`src/rtl/assert_macros.svh`:
```
// Assertion macros shared by the RTL of the midpoint line rasterizer.
// No dependencies; the checks drop out when SYNTH is defined.
`ifndef ASSERT_MACROS_SVH
`define ASSERT_MACROS_SVH

`ifndef SYNTH

// Implication or plain property, checked at each rising edge outside reset.
`define ASSERT_CLK(lbl, clk, rst_n, prop) \
	lbl: assert property (@(posedge clk) disable iff (!rst_n) (prop)) \
		else $error("assertion failed");

// A condition that must never be seen at a rising edge outside reset.
`define ASSERT_NEVER(lbl, clk, rst_n, cond) \
	lbl: assert property (@(posedge clk) disable iff (!rst_n) !(cond)) \
		else $error("forbidden condition seen");

`else

`define ASSERT_CLK(lbl, clk, rst_n, prop)
`define ASSERT_NEVER(lbl, clk, rst_n, cond)

`endif

`endif

```
`src/rtl/mlr_pkg.sv`:
```
// Shared types and constants for the midpoint line rasterizer.
// No dependencies.
`timescale 1ns / 1ps
`default_nettype none

package mlr_pkg;

	// Default coordinate width of the endpoints and the emitted pixels.
	localparam int COORD_BITS_DEF = 12;

	// Command codes of an input transaction.
	localparam logic CMD_LOAD = 1'b0;
	localparam logic CMD_TICK = 1'b1;

	// Octant of a line, counted counterclockwise from the x-major positive slope.
	typedef enum logic [2:0] {
		OCT_0 = 3'd0,
		OCT_1 = 3'd1,
		OCT_2 = 3'd2,
		OCT_3 = 3'd3,
		OCT_4 = 3'd4,
		OCT_5 = 3'd5,
		OCT_6 = 3'd6,
		OCT_7 = 3'd7
	} octant_t;

endpackage

`default_nettype wire

```
`src/rtl/mlr_setup.sv`:
```
// Line setup: octant classification, mapping into octant 0 and decision terms.
// Purely combinational; depends on mlr_pkg.
`timescale 1ns / 1ps
`default_nettype none

module mlr_setup #(
	parameter int COORD_BITS = mlr_pkg::COORD_BITS_DEF
) (
	input  logic signed [COORD_BITS-1:0] x_start,
	input  logic signed [COORD_BITS-1:0] y_start,
	input  logic signed [COORD_BITS-1:0] x_end,
	input  logic signed [COORD_BITS-1:0] y_end,
	output mlr_pkg::octant_t             octant,
	output logic signed [COORD_BITS:0]   walk_x,
	output logic signed [COORD_BITS:0]   walk_y,
	output logic signed [COORD_BITS:0]   stop_x,
	output logic signed [COORD_BITS+2:0] decision,
	output logic [COORD_BITS+1:0]        step_east,
	output logic signed [COORD_BITS+2:0] step_diag,
	output logic                         busy
);
	import mlr_pkg::*;

	localparam int W = COORD_BITS + 1;
	localparam int D = COORD_BITS + 3;

	logic signed [W-1:0] xs_w;
	logic signed [W-1:0] ys_w;
	logic signed [W-1:0] xe_w;
	logic signed [W-1:0] ye_w;
	logic signed [W-1:0] dx;
	logic signed [W-1:0] dy;
	logic signed [W-1:0] ax;
	logic signed [W-1:0] ay;
	logic                x_major;
	logic signed [W-1:0] end_v;
	logic signed [D-1:0] ddx;
	logic signed [D-1:0] ddy;
	logic signed [D-1:0] ddy2;

	// Maps a point of the given octant into octant-0 space.
	function automatic logic [2*W-1:0] to_zero(octant_t oct, logic signed [W-1:0] x,
			logic signed [W-1:0] y);
		logic signed [W-1:0] u;
		logic signed [W-1:0] v;
		unique case (oct)
			OCT_0: begin u = x;  v = y;  end
			OCT_1: begin u = y;  v = x;  end
			OCT_2: begin u = y;  v = -x; end
			OCT_3: begin u = -x; v = y;  end
			OCT_4: begin u = -x; v = -y; end
			OCT_5: begin u = -y; v = -x; end
			OCT_6: begin u = -y; v = x;  end
			OCT_7: begin u = x;  v = -y; end
		endcase
		return {u, v};
	endfunction

	// Endpoints widened by one bit so that negation never overflows.
	assign xs_w = W'(x_start);
	assign ys_w = W'(y_start);
	assign xe_w = W'(x_end);
	assign ye_w = W'(y_end);
	assign dx   = xe_w - xs_w;
	assign dy   = ye_w - ys_w;
	assign ax   = dx[W-1] ? -dx : dx;
	assign ay   = dy[W-1] ? -dy : dy;
	assign x_major = ax > ay;

	// Octant from the signs of the deltas and which of them dominates.
	always_comb begin
		if (!dx[W-1] && !dy[W-1]) begin
			octant = x_major ? OCT_0 : OCT_1;
		end else if (!dx[W-1]) begin
			octant = x_major ? OCT_7 : OCT_6;
		end else if (dy[W-1]) begin
			octant = x_major ? OCT_4 : OCT_5;
		end else begin
			octant = x_major ? OCT_3 : OCT_2;
		end
	end

	// Both endpoints in octant-0 space.
	assign {walk_x, walk_y} = to_zero(octant, xs_w, ys_w);
	assign {stop_x, end_v}  = to_zero(octant, xe_w, ye_w);

	// Initial decision value and its east and north-east increments.
	assign ddx       = D'(stop_x) - D'(walk_x);
	assign ddy       = D'(end_v) - D'(walk_y);
	assign ddy2      = ddy <<< 1;
	assign decision  = ddy2 - ddx;
	assign step_east = ddy2[COORD_BITS+1:0];
	assign step_diag = (ddy - ddx) <<< 1;
	assign busy      = walk_x < stop_x;

endmodule

`default_nettype wire

```
`src/rtl/mlr_core.sv`:
```
// Walk state of the rasterizer: one midpoint step per tick, mapped back to real space.
// Depends on mlr_pkg; takes the setup terms from mlr_setup.
`timescale 1ns / 1ps
`default_nettype none

module mlr_core #(
	parameter int COORD_BITS = mlr_pkg::COORD_BITS_DEF
) (
	input  logic                         clk,
	input  logic                         arst_n,
	input  logic                         advance,
	input  logic                         load,
	input  mlr_pkg::octant_t             set_octant,
	input  logic signed [COORD_BITS:0]   set_walk_x,
	input  logic signed [COORD_BITS:0]   set_walk_y,
	input  logic signed [COORD_BITS:0]   set_stop_x,
	input  logic signed [COORD_BITS+2:0] set_decision,
	input  logic [COORD_BITS+1:0]        set_step_east,
	input  logic signed [COORD_BITS+2:0] set_step_diag,
	input  logic                         set_busy,
	output logic                         res_valid,
	output logic signed [COORD_BITS-1:0] res_x,
	output logic signed [COORD_BITS-1:0] res_y,
	output logic                         res_last,
	output logic                         busy
);
	import mlr_pkg::*;

	localparam int W = COORD_BITS + 1;
	localparam int D = COORD_BITS + 3;
	localparam logic signed [W-1:0] ONE_W = W'(1);

	octant_t             octant_q,    octant_n;
	logic signed [W-1:0] walk_x_q,    walk_x_n;
	logic signed [W-1:0] walk_y_q,    walk_y_n;
	logic signed [W-1:0] stop_x_q,    stop_x_n;
	logic signed [D-1:0] decision_q,  decision_n;
	logic [D-2:0]        step_east_q, step_east_n;
	logic signed [D-1:0] step_diag_q, step_diag_n;
	logic                busy_q,      busy_n;
	logic signed [W-1:0] px;
	logic signed [W-1:0] py;

	// Maps an octant-0 point back into real coordinates.
	function automatic logic [2*W-1:0] from_zero(octant_t oct, logic signed [W-1:0] u,
			logic signed [W-1:0] v);
		logic signed [W-1:0] x;
		logic signed [W-1:0] y;
		unique case (oct)
			OCT_0: begin x = u;  y = v;  end
			OCT_1: begin x = v;  y = u;  end
			OCT_2: begin x = -v; y = u;  end
			OCT_3: begin x = -u; y = v;  end
			OCT_4: begin x = -u; y = -v; end
			OCT_5: begin x = -v; y = -u; end
			OCT_6: begin x = v;  y = -u; end
			OCT_7: begin x = u;  y = -v; end
		endcase
		return {x, y};
	endfunction

	// Next state: a load takes the setup terms, a tick on an active line steps once.
	always_comb begin
		octant_n    = octant_q;
		walk_x_n    = walk_x_q;
		walk_y_n    = walk_y_q;
		stop_x_n    = stop_x_q;
		decision_n  = decision_q;
		step_east_n = step_east_q;
		step_diag_n = step_diag_q;
		busy_n      = busy_q;
		res_valid   = 1'b0;
		if (advance) begin
			if (load) begin
				octant_n    = set_octant;
				walk_x_n    = set_walk_x;
				walk_y_n    = set_walk_y;
				stop_x_n    = set_stop_x;
				decision_n  = set_decision;
				step_east_n = set_step_east;
				step_diag_n = set_step_diag;
				busy_n      = set_busy;
				res_valid   = 1'b1;
			end else if (busy_q) begin
				if (decision_q[D-1]) begin
					decision_n = decision_q + $signed({1'b0, step_east_q});
				end else begin
					walk_y_n   = walk_y_q + ONE_W;
					decision_n = decision_q + step_diag_q;
				end
				walk_x_n  = walk_x_q + ONE_W;
				busy_n    = walk_x_n < stop_x_q;
				res_valid = 1'b1;
			end
		end
	end

	// The emitted pixel is the updated point in real coordinates.
	assign {px, py}  = from_zero(octant_n, walk_x_n, walk_y_n);
	assign res_x     = px[COORD_BITS-1:0];
	assign res_y     = py[COORD_BITS-1:0];
	assign res_last  = !busy_n;
	assign busy      = busy_q;

	// Walk state registers.
	always_ff @(posedge clk or negedge arst_n) begin
		if (!arst_n) begin
			octant_q    <= OCT_0;
			walk_x_q    <= '0;
			walk_y_q    <= '0;
			stop_x_q    <= '0;
			decision_q  <= '0;
			step_east_q <= '0;
			step_diag_q <= '0;
			busy_q      <= 1'b0;
		end else begin
			octant_q    <= octant_n;
			walk_x_q    <= walk_x_n;
			walk_y_q    <= walk_y_n;
			stop_x_q    <= stop_x_n;
			decision_q  <= decision_n;
			step_east_q <= step_east_n;
			step_diag_q <= step_diag_n;
			busy_q      <= busy_n;
		end
	end

endmodule

`default_nettype wire

```
`src/rtl/midpoint_line_rasterizer.sv`:
```
// Midpoint line rasterizer: input register, line setup, walk state and result register.
// Depends on mlr_pkg, mlr_setup, mlr_core and assert_macros.svh.
//
// Usage: the input channel (in_valid / in_stall) carries one command per transaction.
// A load command (command = 0) takes x_start, y_start, x_end, y_end, replaces any line
// in progress and emits the start pixel at once. Each tick command (command = 1) steps
// one pixel along the line and emits it; last_pixel marks the end point. A tick with no
// line in progress produces nothing, and the endpoint fields are ignored on ticks.
// The output channel (out_valid / out_stall) carries pixel_x, pixel_y and last_pixel.
// A result passes through the input register and then the result register before it
// appears on the output.
// Throughput: one transaction per cycle unless out_stall holds a result; each tick is a
// single add and compare on the walk registers.
// When out_stall holds a result, one more transaction is taken into the input register
// and in_stall then rises until the output drains. Payloads hold while stalled.
// Reset (arst_n low) empties both registers and ends any line in progress.
`timescale 1ns / 1ps
`default_nettype none
`include "assert_macros.svh"

module midpoint_line_rasterizer #(
	parameter int COORD_BITS = mlr_pkg::COORD_BITS_DEF
) (
	input  logic                         clk,
	input  logic                         arst_n,
	input  logic                         in_valid,
	output logic                         in_stall,
	input  logic                         command,
	input  logic signed [COORD_BITS-1:0] x_start,
	input  logic signed [COORD_BITS-1:0] y_start,
	input  logic signed [COORD_BITS-1:0] x_end,
	input  logic signed [COORD_BITS-1:0] y_end,
	output logic                         out_valid,
	input  logic                         out_stall,
	output logic signed [COORD_BITS-1:0] pixel_x,
	output logic signed [COORD_BITS-1:0] pixel_y,
	output logic                         last_pixel
);
	import mlr_pkg::*;

	logic                         s1_valid_q;
	logic                         command_s1;
	logic signed [COORD_BITS-1:0] x_start_s1;
	logic signed [COORD_BITS-1:0] y_start_s1;
	logic signed [COORD_BITS-1:0] x_end_s1;
	logic signed [COORD_BITS-1:0] y_end_s1;
	logic                         out_free;
	logic                         advance;
	logic                         is_load;
	logic                         out_valid_q;
	logic signed [COORD_BITS-1:0] pixel_x_q;
	logic signed [COORD_BITS-1:0] pixel_y_q;
	logic                         last_pixel_q;

	octant_t                      set_octant;
	logic signed [COORD_BITS:0]   set_walk_x;
	logic signed [COORD_BITS:0]   set_walk_y;
	logic signed [COORD_BITS:0]   set_stop_x;
	logic signed [COORD_BITS+2:0] set_decision;
	logic [COORD_BITS+1:0]        set_step_east;
	logic signed [COORD_BITS+2:0] set_step_diag;
	logic                         set_busy;
	logic                         res_valid;
	logic signed [COORD_BITS-1:0] res_x;
	logic signed [COORD_BITS-1:0] res_y;
	logic                         res_last;
	logic                         core_busy;

	// Flow control: the held transaction moves on whenever the result register can take it.
	assign out_free = !out_valid_q || !out_stall;
	assign advance  = s1_valid_q && out_free;
	assign in_stall = s1_valid_q && !out_free;
	assign is_load  = (command_s1 == CMD_LOAD);

	// Input register.
	always_ff @(posedge clk or negedge arst_n) begin
		if (!arst_n) begin
			s1_valid_q <= 1'b0;
		end else if (!in_stall) begin
			s1_valid_q <= in_valid;
		end
	end

	always_ff @(posedge clk) begin
		if (in_valid && !in_stall) begin
			command_s1 <= command;
			x_start_s1 <= x_start;
			y_start_s1 <= y_start;
			x_end_s1   <= x_end;
			y_end_s1   <= y_end;
		end
	end

	// Setup terms for a load transaction.
	mlr_setup #(
		.COORD_BITS(COORD_BITS)
	) u_setup (
		.x_start  (x_start_s1),
		.y_start  (y_start_s1),
		.x_end    (x_end_s1),
		.y_end    (y_end_s1),
		.octant   (set_octant),
		.walk_x   (set_walk_x),
		.walk_y   (set_walk_y),
		.stop_x   (set_stop_x),
		.decision (set_decision),
		.step_east(set_step_east),
		.step_diag(set_step_diag),
		.busy     (set_busy)
	);

	// Walk state and pixel generation.
	mlr_core #(
		.COORD_BITS(COORD_BITS)
	) u_core (
		.clk          (clk),
		.arst_n       (arst_n),
		.advance      (advance),
		.load         (is_load),
		.set_octant   (set_octant),
		.set_walk_x   (set_walk_x),
		.set_walk_y   (set_walk_y),
		.set_stop_x   (set_stop_x),
		.set_decision (set_decision),
		.set_step_east(set_step_east),
		.set_step_diag(set_step_diag),
		.set_busy     (set_busy),
		.res_valid    (res_valid),
		.res_x        (res_x),
		.res_y        (res_y),
		.res_last     (res_last),
		.busy         (core_busy)
	);

	// Result register.
	always_ff @(posedge clk or negedge arst_n) begin
		if (!arst_n) begin
			out_valid_q <= 1'b0;
		end else if (out_free) begin
			out_valid_q <= res_valid;
		end
	end

	always_ff @(posedge clk) begin
		if (res_valid && out_free) begin
			pixel_x_q    <= res_x;
			pixel_y_q    <= res_y;
			last_pixel_q <= res_last;
		end
	end

	assign out_valid  = out_valid_q;
	assign pixel_x    = pixel_x_q;
	assign pixel_y    = pixel_y_q;
	assign last_pixel = last_pixel_q;

	// A result is produced only by a transaction that moves on.
	`ASSERT_CLK(a_result_needs_advance, clk, arst_n, res_valid |-> advance)
	// A tick with no line in progress produces no result.
	`ASSERT_NEVER(a_idle_tick_silent, clk, arst_n, res_valid && !is_load && !core_busy)
	// While the end pixel waits in the result register, no line is in progress.
	`ASSERT_CLK(a_last_ends_line, clk, arst_n, (out_valid_q && last_pixel_q) |-> !core_busy)

endmodule

`default_nettype wire
```
`config.mk`:
```
export PLATFORM = sky130hd
export DESIGN_NAME = midpoint_line_rasterizer
export DESIGN_NICKNAME = d
export VERILOG_FILES = /design/src/rtl/mlr_pkg.sv /design/src/rtl/mlr_setup.sv /design/src/rtl/mlr_core.sv /design/src/rtl/midpoint_line_rasterizer.sv
export VERILOG_INCLUDE_DIRS = /design/src /design/src/rtl
export SDC_FILE = /design/constraint.sdc
export NUM_CORES = 1
export LEC_CHECK = 0
export BUFFER_PORTS_ARGS = -buffer_cell sky130_fd_sc_hd__buf_2
export CAP_MARGIN = 20
export CORE_UTILIZATION = 46
export CTS_BUF_LIST = sky130_fd_sc_hd__clkbuf_8
export DETAILED_ROUTE_END_ITERATION = 10
export GPL_ROUTABILITY_DRIVEN = 0
export REMOVE_ABC_BUFFERS = 1
export SKIP_LAST_GASP = 1
export SYNTH_ARGS = -nofsm -noshare
export SYNTH_HDL_FRONTEND = slang
export SYNTH_HIERARCHICAL = 1
export SYNTH_SLANG_ARGS = --single-unit
```
`constraint.sdc`:
```
create_clock -name clk -period 9.6 [get_ports clk]
set_input_delay 0.48 -clock clk [delete_from_list [all_inputs] [get_ports clk]]
set_output_delay 0.48 -clock clk [all_outputs]
set_load 0.05 [all_outputs]
```
==> flow_metrics.env <==
export IMPL_track_usage_pct=29.2
export IMPL_core_sq_um=34700
export IMPL_clkLatencyLatePin_ns=0.51
export IMPL_cts_tree="built"
export IMPL_max_cap_violations=0
export IMPL_rows=68
export IMPL_fillCellCount=3322
export IMPL_io_buffers=79
export IMPL_dieArea_sq_um=36200
export IMPL_syn_avg_cell_area_sq_um=8.05
export IMPL_route_vias_total=15800
export IMPL_placed_area_sq_um=17300
export IMPL_drt_antenna_violating_nets=0
export IMPL_design_area_sq_um=17900
export IMPL_post_route_util_pct=51.5
export IMPL_slowest_delay_ns=0.50
export IMPL_hpwl_mm=40.6
export IMPL_min_period_over_period_pct=94.9
export IMPL_cts_path_max_buffers=2
export IMPL_end_kind="flip-flop"
export IMPL_num_io_pins=80
export IMPL_syn_to_final_growth_pct=9.79
export IMPL_die_h_um=190
export IMPL_status="completed"
export IMPL_max_slew_margin_rel_pct=33.1
export IMPL_syn_inst=2025
export IMPL_rsz0062_at_grt="false"
export IMPL_fin_nets=2275
export IMPL_clkTransAtPathRegs_ns=0.11
export IMPL_antenna_found_initial=1
export IMPL_fin_crit_ns=9.11
export IMPL_h_tree_depth=4
export IMPL_crit_arrival_ns=9.51
export IMPL_remaining_drc_errors=0
export IMPL_drt_wl_total_mm=52.6
export IMPL_crit_type="flip-flop to flip-flop"
export IMPL_grt_max_degree=66
export IMPL_diodes=0
export IMPL_crit_required_ns=9.99
export IMPL_drv_slew=0
export IMPL_via_per_inst=6.17
export IMPL_hold_path_class="input pin to flip-flop"
export IMPL_cts_root_buffer="clkbuf_8"
export IMPL_hold_viol=0
export IMPL_ys_warn_count=6
export IMPL_worst_pin_slew_ns=0.991
export IMPL_cts_buffers=17
export IMPL_finalSetupTns_ns=0
export IMPL_cp_max_fo=8
export IMPL_drtIter0Drc=1513
export IMPL_wl_per_cell_um=20.5
export IMPL_start_util_pct=46.9
export IMPL_drive_above_1_share_pct=12.8
export IMPL_grt_pass1_wl_mm=82.1
export IMPL_dr_pass1_iters=6
export IMPL_skew_ns=0.0243
export IMPL_max_freq_mhz=110
export IMPL_die_width_um=190
export IMPL_clock_sinks=162
export IMPL_cp_slowest_cell="a221o_2"
export IMPL_grt_overflow_total=0
export IMPL_syn_area_sq_um=16300
export IMPL_setup_viol=0
export IMPL_grt_pass1_vias=14800
export IMPL_cp_start_kind="flip-flop"
[flip-flops by register name, indices dropped and copies added, names as in the netlist]
signal and cells:
command_s1 1, last_pixel 1, out_valid 1, pixel_x 12
pixel_y 12, s1_valid_q 1, u_core/busy 1, u_core/decision_q 15
u_core/octant_q 3, u_core/step_diag_q 15, u_core/step_east_q 14, u_core/stop_x_q 13
u_core/walk_x_q 13, u_core/walk_y_q 12, x_end_s1 12, x_start_s1 12
y_end_s1 12, y_start_s1 12
[metal layers]
layer  track usage [%]  up-vias  part of all wire [%]
li1                  -     7577                     -
met1              39.7     7521                    44
met2              44.8      609                    44
met3              5.47      110                   7.0
met4              13.6        2                   4.4
met5                 0        -                 0.032
[worst paths after layout]
kind	start	to	slack (ns)	cells past startpoint
hold / removal	y_start[1]	y_start_s1[1]$_DFFE_PP_	0.14	1
min in group asynchronous	arst_n	u_core/step_diag_q[2]$_DFFE_PN0P_	0.41	2
setup reg to reg	y_end_s1[0]$_DFFE_PP_	u_core/decision_q[14]$_DFFE_PN0P_	0.49	37
setup / recovery	y_end_s1[0]$_DFFE_PP_	u_core/decision_q[14]$_DFFE_PN0P_	0.49	37
max in group asynchronous	arst_n	u_core/stop_x_q[5]$_DFFE_PN0P_	8.01	3
hold reg to reg	u_core/step_east_q[11]$_DFFE_PN0P_	u_core/step_east_q[11]$_DFFE_PN0P_	0.48	2
[cell type report]
class                           count  area (sq um)  share of cell area (%)
Multi-Input combinational cell   1647         11200                    62.3
Sequential cell                   162          4420                    24.7
Timing Repair Buffer              144           896                    5.01
Tap cell                          455           569                    3.18
Inverter                          124           465                    2.60
Clock buffer                       17           234                    1.31
Clock inverter                     15           148                   0.825
[metrics by stage]
step / hold WS, ns / std cells / setup slack (ns)
2_1_floorplan: 0.184 / 1933 / -0.552
3_3_place_gp: 0.407 / 2528 / 0.340
3_5_place_dp: 0.407 / 2528 / 0.181
4_1_cts: 0.103 / 2561 / 0.115
5_1_grt: 0.101 / 2564 / 0.0129
6_report: 0.136 / 2564 / 0.488
[timing repair]
action,CTS,global route
hold buffers,1,0
endpoints found under the setup margin,0,9
hold endpoints to repair,24,0
gates resized for setup,0,32
setup buffers,0,3
[worst max-delay path, delay by kind of cell (launching register included)]
kind / cells / cell delay [ns]
AO/OA/AOI/OAI: 14 / 3.46
XOR/XNOR: 4 / 0.66
buffers and inverters: 4 / 0.56
AND/OR/NAND/NOR: 10 / 2.32
adder cells (fa/ha/maj): 5 / 1.61
flip-flops: 1 / 0.40
[layout by cell type (no fill, tap or decap), drive strengths merged, types with 17 or more instances in the layout]
master	instances
a21o	31
nand2b	26
nor2b	25
nand4	21
o21ai	135
nor2	183
buf	143
o211ai	18
and3	25
o31ai	20
clkbuf	17
xnor2	94
nand3	49
edfxtp	74
a211oi	24
a21oi	129
o22ai	43
or3	24
a22oi	22
xor2	47
a31oi	19
ha	119
nor3	60
nand2	258
inv	129
dfrtp	88
Power is left out: the tool's default activity adds up to more than one toggle a clock period on the data nets, which glitch-free logic cannot reach.
